**src/rtl/vcks_pkg.sv**
```systemverilog
`default_nettype none

package vcks_pkg;

  localparam int unsigned NumDof   = 6;
  localparam int unsigned DofW     = 3;
  localparam int unsigned CntW     = 10;
  localparam int unsigned VelW     = 32;
  localparam int unsigned ThrW     = 31;
  localparam int unsigned CfgIdxW  = 3;
  localparam int unsigned CfgDataW = 31;

  localparam logic [CntW-1:0] CntMax = {CntW{1'b1}};

  // Configuration register indexes.
  localparam logic [CfgIdxW-1:0] RegMinInterval = 3'd0;
  localparam logic [CfgIdxW-1:0] RegMaxInterval = 3'd1;
  localparam logic [CfgIdxW-1:0] RegThreshold0  = 3'd2;

  localparam logic [CntW-1:0] MinIntervalReset = 10'd1;
  localparam logic [CntW-1:0] MaxIntervalReset = 10'd20;
  localparam logic [ThrW-1:0] ThresholdReset   = 31'd65536;

  typedef enum logic [1:0] {
    DirNone = 2'd0,
    DirUp   = 2'd1,
    DirDown = 2'd2
  } dir_e;

  typedef enum logic [2:0] {
    CauseNone        = 3'd0,
    CauseBoundary    = 3'd1,
    CauseChange      = 3'd2,
    CauseReversal    = 3'd3,
    CauseMaxInterval = 3'd4
  } cause_e;

  typedef struct packed {
    logic [CntW-1:0]        cnt;
    logic signed [VelW-1:0] kp_vel;
    logic signed [VelW-1:0] prev_vel;
    dir_e                   dir;
  } dof_state_t;

  typedef struct packed {
    logic            dof_valid;
    logic            first_step;
    logic            final_step;
    logic [CntW-1:0] min_interval;
    logic [CntW-1:0] max_interval;
    logic [ThrW-1:0] threshold;
  } judge_ctrl_t;

endpackage

`default_nettype wire

```
**src/rtl/vcks_judge.sv**
```systemverilog
`default_nettype none

module vcks_judge
  import vcks_pkg::*;
(
  input  wire judge_ctrl_t            ctrl_i,
  input  wire dof_state_t             state_i,
  input  wire logic signed [VelW-1:0] velocity_i,
  output dof_state_t                  state_o,
  output logic                        update_o,
  output cause_e                      cause_o
);

  logic [CntW-1:0]        cnt_inc;
  dir_e                   step_dir;
  logic signed [VelW:0]   change;
  logic [VelW:0]          mag;
  logic                   rules_on;
  logic                   over_thr;
  logic                   reversal;
  cause_e                 rule_cause;

  assign cnt_inc = (state_i.cnt == CntMax) ? state_i.cnt : state_i.cnt + 1'b1;

  always_comb begin
    if (velocity_i > state_i.prev_vel) begin
      step_dir = DirUp;
    end else if (velocity_i < state_i.prev_vel) begin
      step_dir = DirDown;
    end else begin
      step_dir = DirNone;
    end
  end

  // The difference of two 32-bit values needs 33 bits; its magnitude never
  // reaches 2**32, so negating it in 33 bits is exact.
  assign change   = {velocity_i[VelW-1], velocity_i} - {state_i.kp_vel[VelW-1], state_i.kp_vel};
  assign mag      = change[VelW] ? $unsigned(-change) : $unsigned(change);
  assign over_thr = mag > {2'b00, ctrl_i.threshold};
  assign reversal = (step_dir != DirNone) && (state_i.dir != DirNone) &&
                    (step_dir != state_i.dir);
  assign rules_on = cnt_inc >= ctrl_i.min_interval;

  always_comb begin
    rule_cause = CauseNone;
    if (rules_on) begin
      if (over_thr) begin
        rule_cause = CauseChange;
      end else if (reversal) begin
        rule_cause = CauseReversal;
      end
    end
    if (rule_cause == CauseNone && cnt_inc >= ctrl_i.max_interval) begin
      rule_cause = CauseMaxInterval;
    end
  end

  always_comb begin
    state_o  = state_i;
    update_o = ctrl_i.dof_valid;
    cause_o  = CauseNone;
    if (ctrl_i.dof_valid) begin
      if (ctrl_i.first_step) begin
        state_o.cnt      = '0;
        state_o.kp_vel   = velocity_i;
        state_o.prev_vel = velocity_i;
        state_o.dir      = DirNone;
        cause_o          = CauseBoundary;
      end else begin
        state_o.prev_vel = velocity_i;
        state_o.cnt      = cnt_inc;
        if (!rules_on) begin
          state_o.dir = step_dir;
        end
        if (rule_cause != CauseNone) begin
          state_o.kp_vel = velocity_i;
          state_o.cnt    = '0;
        end
        cause_o = ctrl_i.final_step ? CauseBoundary : rule_cause;
      end
    end
  end

endmodule

`default_nettype wire

```
**src/rtl/velocity_change_keypoint_select.sv**
```systemverilog
// Velocity-change keypoint selector.
// Input channel (in_valid_i / in_stall_o) carries one velocity sample for
// one degree of freedom per transaction, with the first and final step
// flags of the horizon. Output channel (out_valid_o / out_stall_i) returns
// one verdict per sample, in order: the dof, the keypoint flag and its cause.
// Each sample is captured in an input register, judged against that dof's
// stored state while it sits there, and lands in the output register. One
// sample is taken every cycle while the input does not stall; the per-dof
// state is written as the sample leaves the input register, so a following
// sample of the same dof sees the updated state. When the receiver stalls,
// the output register holds its result and the input register fills; the
// input stall then follows the output stall. Reset clears all per-dof
// state to zero, sets min interval to 1, max interval to 20 and every
// threshold to 1.0 in Q16.16. Configuration writes take effect at once and
// are meant to be issued while the block is idle. Samples with a dof index
// beyond the last dof yield a non-keypoint result and leave all state
// untouched.
`default_nettype none

module velocity_change_keypoint_select
  import vcks_pkg::*;
(
  input  wire logic                   clk_i,
  input  wire logic                   rst_ni,

  input  wire logic                   cfg_we_i,
  input  wire logic [CfgIdxW-1:0]     cfg_index_i,
  input  wire logic [CfgDataW-1:0]    cfg_wdata_i,

  input  wire logic                   in_valid_i,
  output logic                        in_stall_o,
  input  wire logic [DofW-1:0]        dof_index_i,
  input  wire logic signed [VelW-1:0] velocity_i,
  input  wire logic                   first_step_i,
  input  wire logic                   final_step_i,

  output logic                        out_valid_o,
  input  wire logic                   out_stall_i,
  output logic [DofW-1:0]             dof_out_o,
  output logic                        is_keypoint_o,
  output logic [2:0]                  cause_o
);

  logic [CntW-1:0] min_interval_q;
  logic [CntW-1:0] max_interval_q;
  logic [ThrW-1:0] thr_q [NumDof];

  dof_state_t st_q [NumDof];

  logic                   s1_valid_q;
  logic [DofW-1:0]        s1_dof_q;
  logic signed [VelW-1:0] s1_vel_q;
  logic                   s1_first_q;
  logic                   s1_final_q;

  logic                   out_valid_q;
  logic [DofW-1:0]        out_dof_q;
  logic                   out_kp_q;
  cause_e                 out_cause_q;

  logic        s1_advance;
  logic        in_accept;
  logic        dof_valid;
  judge_ctrl_t ctrl;
  dof_state_t  st_cur;
  dof_state_t  st_next;
  logic        st_update;
  cause_e      cause;
  logic [CfgIdxW-1:0] thr_sel;

  assign s1_advance = s1_valid_q && (!out_valid_q || !out_stall_i);
  assign in_stall_o = s1_valid_q && !s1_advance;
  assign in_accept  = in_valid_i && !in_stall_o;

  assign dof_valid = s1_dof_q < DofW'(NumDof);
  assign st_cur    = dof_valid ? st_q[s1_dof_q] : '0;

  assign ctrl.dof_valid    = dof_valid;
  assign ctrl.first_step   = s1_first_q;
  assign ctrl.final_step   = s1_final_q;
  assign ctrl.min_interval = min_interval_q;
  assign ctrl.max_interval = max_interval_q;
  assign ctrl.threshold    = dof_valid ? thr_q[s1_dof_q] : '0;

  vcks_judge u_judge (
    .ctrl_i     (ctrl),
    .state_i    (st_cur),
    .velocity_i (s1_vel_q),
    .state_o    (st_next),
    .update_o   (st_update),
    .cause_o    (cause)
  );

  assign thr_sel = cfg_index_i - RegThreshold0;

  always_ff @(posedge clk_i or negedge rst_ni) begin
    if (!rst_ni) begin
      min_interval_q <= MinIntervalReset;
      max_interval_q <= MaxIntervalReset;
      for (int i = 0; i < NumDof; i++) begin
        thr_q[i] <= ThresholdReset;
      end
    end else if (cfg_we_i) begin
      if (cfg_index_i == RegMinInterval) begin
        min_interval_q <= cfg_wdata_i[CntW-1:0];
      end else if (cfg_index_i == RegMaxInterval) begin
        max_interval_q <= cfg_wdata_i[CntW-1:0];
      end else if (thr_sel < CfgIdxW'(NumDof)) begin
        thr_q[thr_sel] <= cfg_wdata_i[ThrW-1:0];
      end
    end
  end

  always_ff @(posedge clk_i or negedge rst_ni) begin
    if (!rst_ni) begin
      for (int i = 0; i < NumDof; i++) begin
        st_q[i] <= '0;
      end
    end else if (s1_advance && st_update) begin
      st_q[s1_dof_q] <= st_next;
    end
  end

  always_ff @(posedge clk_i or negedge rst_ni) begin
    if (!rst_ni) begin
      s1_valid_q  <= 1'b0;
      out_valid_q <= 1'b0;
    end else begin
      if (in_accept) begin
        s1_valid_q <= 1'b1;
      end else if (s1_advance) begin
        s1_valid_q <= 1'b0;
      end
      if (s1_advance) begin
        out_valid_q <= 1'b1;
      end else if (!out_stall_i) begin
        out_valid_q <= 1'b0;
      end
    end
  end

  always_ff @(posedge clk_i) begin
    if (in_accept) begin
      s1_dof_q   <= dof_index_i;
      s1_vel_q   <= velocity_i;
      s1_first_q <= first_step_i;
      s1_final_q <= final_step_i;
    end
    if (s1_advance) begin
      out_dof_q   <= s1_dof_q;
      out_kp_q    <= cause != CauseNone;
      out_cause_q <= cause;
    end
  end

  assign out_valid_o   = out_valid_q;
  assign dof_out_o     = out_dof_q;
  assign is_keypoint_o = out_kp_q;
  assign cause_o       = out_cause_q;

endmodule

`default_nettype wire

```
**config.mk**
```make
export PLATFORM = sky130hd
export DESIGN_NAME = velocity_change_keypoint_select
export DESIGN_NICKNAME = d
export VERILOG_FILES = /design/src/rtl/vcks_pkg.sv /design/src/rtl/vcks_judge.sv /design/src/rtl/velocity_change_keypoint_select.sv
export SDC_FILE = /design/constraint.sdc
export NUM_CORES = 1
export LEC_CHECK = 0
export BUFFER_PORTS_ARGS = -buffer_cell sky130_fd_sc_hd__buf_2
export CAP_MARGIN = 30
export CORE_AREA = 2 2 253 255
export DETAILED_ROUTE_END_ITERATION = 7
export DIE_AREA = 0 0 255 257
export PLACE_DENSITY = 0.75
export SLEW_MARGIN = 20
export SYNTH_ARGS = -nofsm -noshare
export SYNTH_HDL_FRONTEND = slang
export SYNTH_SLANG_ARGS = --single-unit
```
**constraint.sdc**
```tcl
create_clock -name clk_i -period 10.31 [get_ports clk_i]
set_clock_uncertainty 0.1 [all_clocks]
set_input_delay 2.062 -clock clk_i [delete_from_list [all_inputs] [get_ports clk_i]]
set_output_delay 2.062 -clock clk_i [all_outputs]
set_load 0.05 [all_outputs]
```
======== Word-level counts from Yosys, hierarchy flattened ========
Cells that the tools add are included.
cells by class
  $add $sub $neg .......................... 4
  order comparisons ....................... 11
  equal/unequal tests ..................... 4
  multiplexer cells ....................... 33
  bitwise gates (word level) .............. 4
  reduce and logical (&&, ||, !) cells .... 24
operators with widths
  kind                     count
  $bwmux W456              1
  $mux W76                 6
  $bmux W76 S3             1
  $demux W76 S3            1
  $bwmux W186              1
  $mux W31                 4
  $bmux W31 S3             1
  $demux W31 S3            1
  $mux W42                 1
  $gt A33 B31 Y1           1
  $mux W33                 1
  $neg A33 Y33             1
  $sub A32 B32 Y33         1
  $gt A32 B32 Y1           1
  $lt A32 B32 Y1           1
  $ge A10 B10 Y1           2
  $mux W3                  6
  $add A10 B1 Y10 const B  1
  $eq A10 B10 Y1 const B   1
  $mux W10                 1
  $logic_and A1 B1 Y1      9
  $ge A4 B4 Y1 const B     2
  $lt A4 B1 Y1 const B     2
  $mux W2                  4
  other kinds (16)         29
word-level totals
  flip-flop bits (word level) ............. 708
  input port bits ......................... 76
  output and inout bits ................... 9
  logic and storage cells ................. 121

======== Logic depth before layout (Yosys ltp) ========
  word-level depth ........................ 22
  mapped depth ............................ 35
  mapped depth without buffers ............ 29

======== Modules after synthesis ========
A second synthesis with hierarchy kept.
second synthesis, totals
  cell total of the unflattened synthesis .. 3089
  area total of the unflattened synthesis .. 37739.9 um2
by module, submodules not included
  module                           times used  cells each  area each (um2)  sequential area each (um2)
  velocity_change_keypoint_select  1           2140        31217.4          17948.5
  vcks_judge                       1           949         6522.5           0.0

======== Least setup slack after synthesis ========
OpenSTA, ideal clock, no wires.
  path type ............................... register -> register
  start ................................... register s1_dof_q[0]
  end ..................................... register st_q[362] in the netlist's numbering
  setup time .............................. 0.073 ns
  data arrival time ....................... 7.357 ns
  required time ........................... 10.137 ns
  path slack .............................. 2.780 ns
  stages on the path, launching flop included .. 36
  path buffers ............................ 7
  period minus slack after synthesis ...... 7.530 ns
  path through ............................ edfxtp_1 -> clkbuf_1 -> nor3_2 -> clkbuf_1 -> clkbuf_1 -> buf_1 -> clkbuf_1 -> a22oi_1 -> nand3_1 -> ha_1 -> fa_1 -> nand2b_1 -> nand2b_1 -> a21oi_1 -> xnor2_1 -> or4_1 -> nor3_1 -> and3_1 -> and2_1 -> a21oi_1 -> xnor2_1 -> ha_1 -> a21o_1 -> a21o_1 -> a21o_1 -> a21o_1 -> a21oi_1 -> nand3_1 -> o21ai_0 -> a21oi_1 -> a21oi_2 -> o21ai_2 -> buf_6 -> buf_6 -> mux2_4 -> a21oi_2
on the way
  word-level cells in the longest chain between the ends .. 22
  elaborated cells on any way between the ends .. 45
  classes of those cells .................. 3 x add/sub; 8 x order compare; 2 x eq/ne; 22 x mux; 1 x bitwise; 9 x reduce/logical
RTL lines
  item                                                       line                                    text
  start, declared                                            velocity_change_keypoint_select.sv:51   logic [DofW-1:0] s1_dof_q;
  start signal, assigned                                     velocity_change_keypoint_select.sv:144  s1_dof_q <= dof_index_i;
  branches (longest 22 deep; another with $sub A32 B32 Y33)  --
  end signal, assigned by index                              velocity_change_keypoint_select.sv:120  st_q[s1_dof_q] <= st_next;
  end, declared                                              velocity_change_keypoint_select.sv:48   dof_state_t st_q [NumDof];
Parallel ways; which one is timed is not known. The select of a mux whose other input is x is not followed.
A chain may end at the register's enable or synchronous reset.

======== Worst setup path in the final report ========
  start ................................... register s1_dof_q[2]
  end ..................................... register st_q[418] in the netlist's numbering
Same word-level chain as after synthesis.

==> results.txt <==
Least-Margin Pin Slew: 1019 ps
Syn. warnings: 0
# port buffers: 84
Max-cap viol count: 0
WP data required: 10,750 ps
CTS buffer count: 74
Outcome: completed
Clock-pin slew on the worst setup and hold paths: 60 ps
Primary FF master, synth: dfrtp_1
Crit start category: register
Area leader, netlist: dfrtp_1
Post-Syn Area: 0.03420 mm2
Clock buffer depth: 3
Top post-synthesis cells by area: dfrtp_1 48%, mux2_2 7.5%, nand2_1 4.8%, ha_1 4.3%, a22oi_1 4.1%
Vias: 26,530
Initial DRC count: 2,566
H-Tree Depth: 3
TritonCTS clock tree: built
Post-synth cell types: 90
RSZ-0062 raised after global routing: no
Slew Limit Fails: 0
Hold Violations, Final: 0
Crit path max-delay cell type: and3b_4
DP Cell Count: 4,027
Die area: 0.06554 mm2
Max Clock Freq: 0.1189 GHz
Initial core utilization: 54.52%
Detailed placer's ending HPWL: 59,780 um
Net count, final: 3,454
Synthesized Nets: 3,455
Rows: 92
Synthesis-stage register bit count: 708
Routed length per instance: 22.62 um
Number of I/O pins: 85
Final Wtd Congestion: 0.9629
Avg Cell Area, Syn: 10.49 um2
Vias/cell: 6.362
Area grow syn2layout: 11.18%
Number of flops mapped to enable cells by yosys: 44
Setup slack after layout: 1897 ps
Cts repair resizes: 0
Setup TNS: 0 ps
Slowest stage delay, CP: 730 ps
Yosys top cell area share: 47.92%
Share of cells above drive strength 1: 18.45%
First-pass GRT wire length: 148,500 um
Skew-Pair Late Insertion Delay: 640 ps
DRT antenna net count: 0
Fraction of synthesis flops using an asynchronous set or reset pin: 93.79%
Post-CTS Setup Bufs: 0
Pin count of the biggest net entering global routing: 193
CTS root buf: clkbuf_16
Final core occ: 60.61%
Initial antenna violation count: 4
Setup CP Type: register to register
WL final: 94,330 um
Vias in the first global route: 26,670
Die height: 257 um
Final period utilization: 81.60%
Largest fanout on the critical path: 36
Max VDD drop: 126.9 uV
GR Overflow Total: 0
Rel. slew slack: 32.10%
Worst EP arrival: 8850 ps
Synth Instances: 3,261
Worst Hold Class: register to register
Pwr per Cell Area: 238.0 mW/mm2
Pleak: 16.51 nW
Final setup fails: 0
Core area: 0.06274 mm2
Pre-Repair DR Iteration Count: 8
CP most frequent cell: a21oi_1
CTS Hold Bufs: 0
Clock Sinks: 708
Finished Layout Cells: 4,170
Remaining DRCs: 0
Die W: 255 um
Final worst path period need: 8413 ps
DP Worst Slack: 2026 ps
CP endpoint kind: register
Sequential area share after synthesis: 52.48%
Gr usage total: 28.78%
## area by class of cell
| type | instances | area (um2) |
|---|---|---|
| Antenna cell | 2 | 5.005 |
| Timing Repair Buffer | 139 | 1023 |
| Multi-Input combinational cell | 2300 | 15340 |
| Clock buffer | 101 | 2125 |
| Tap cell | 846 | 1059 |
| Clock inverter | 37 | 389.1 |
| Fill cell | 4906 | 24710 |
| Inverter | 37 | 138.9 |
| Sequential cell | 708 | 17950 |
## sequential cells by signal, indices dropped and copies added, names as in the netlist
register / flops
s1_final_q: 1
s1_dof_q: 3
out_valid_o: 1
is_keypoint_o: 1
min_interval_q: 10
cause_o: 3
s1_vel_q: 32
max_interval_q: 10
dof_out_o: 3
s1_first_q: 1
st_q: 456
s1_valid_q: 1
thr_q: 186
## cells by family (layout without fill, tap and decap cells)
kind of cell               count (synthesis)  count (layout)  synth area share, %
adders and majority gates                118             118                4.339
muxes                                    246             246                8.257
xor gates and xnor gates                  49              49                1.255
other                                      0               2                    0
DFF                                      708             708                52.48
buffers and inverters                    253             314                2.923
AOI/OAI and AO/OA                       1009            1009                19.59
and+or+nand+nor                          878             878                11.15
## per-stage QoR
stage / hold WS, ps / area, um2 / total power, mW
after detailed placement: 366.1 / 35430 / 6.304
after global routing: 398.8 / 38020 / 9.555
after global placement: 360.1 / 35390 / 6.136
after CTS: 379.3 / 37940 / 9.054
after floorplan: 320.6 / 34200 / 5.569
final: 376.2 / 38030 / 9.050
## synthesized netlist by cell type (all sizes together), types with 6 or more instances
| cell type | count |
|---|---|
| xor2 | 21 |
| nand2 | 442 |
| xnor2 | 28 |
| a221o | 21 |
| o21a | 10 |
| and2 | 9 |
| clkbuf | 170 |
| or2 | 9 |
| a22oi | 186 |
| buf | 46 |
| nor3 | 28 |
| nand2b | 12 |
| a211oi | 14 |
| nor4 | 8 |
| ha | 117 |
| o31ai | 49 |
| mux2i | 6 |
| dfrtp | 655 |
| o211ai | 10 |
| a22o | 20 |
| nor2b | 8 |
| dfstp | 9 |
| edfxtp | 44 |
| nand3 | 27 |
| o21ai | 269 |
| a21oi | 262 |
| nor2 | 256 |
| mux2 | 240 |
| a221oi | 96 |
| nor3b | 9 |
| and3 | 18 |
| nand4 | 27 |
| inv | 37 |
| a21o | 28 |
## report_power, final
part	internal (mW)	switching, mW
sequential	3.46	0.375
combinational	1.02	1.46
clock	1.61	1.13
total	6.09	2.96
## critical path, delay by kind of cell, from the launching register on
| kind | cells | cell delay [ps] |
|---|---|---|
| flip-flops | 1 | 620 |
| XOR/XNOR | 1 | 140 |
| buffers and inverters | 2 | 770 |
| adder cells (fa/ha/maj) | 2 | 720 |
| AND/OR/NAND/NOR | 7 | 1910 |
| AO/OA/AOI/OAI | 17 | 3630 |
| multiplexers | 1 | 350 |
## final timing paths
path	from	end	slack, ps	depth (start not counted)
min in group asynchronous	rst_ni	thr_q[99]	1370	1
max reg2reg	s1_dof_q[2]	st_q[418]	1900	30
max in group asynchronous	rst_ni	st_q[231]	6580	3
min reg2reg	st_q[143]	st_q[143]	380	2
min	st_q[143]	st_q[143]	380	2
max	s1_dof_q[2]	st_q[418]	1900	30
## placed cells by master, fill, tap and decap left out, drive strengths merged, types with 8 or more instances in the layout
master	instances
and2	9
inv	43
o21ai	269
clkbuf	101
dfrtp	655
o211ai	10
nor3	28
buf	139
nand3	27
ha	117
a21o	28
nor2b	8
edfxtp	44
and3	18
a211oi	14
a21oi	262
nor4	8
xor2	21
o31ai	49
a221o	21
nand4	27
or2	9
a22o	20
nand2	442
nand2b	12
a22oi	186
xnor2	28
clkinv	22
mux2	240
o21a	10
nor2	256
a221oi	96
dfstp	9
nor3b	9
## layer usage
metal  vias to the layer above  GRT usage, %  part of all wire [%]
li1                      11910             -                     -
met1                     13400         38.14                    41
met2                      1022         47.43                    49
met3                       191         4.815                   6.9
met4                         4         11.00                   3.3
met5                         -             0                 0.023
No activity file was read; power rests on OpenSTA's default activity.
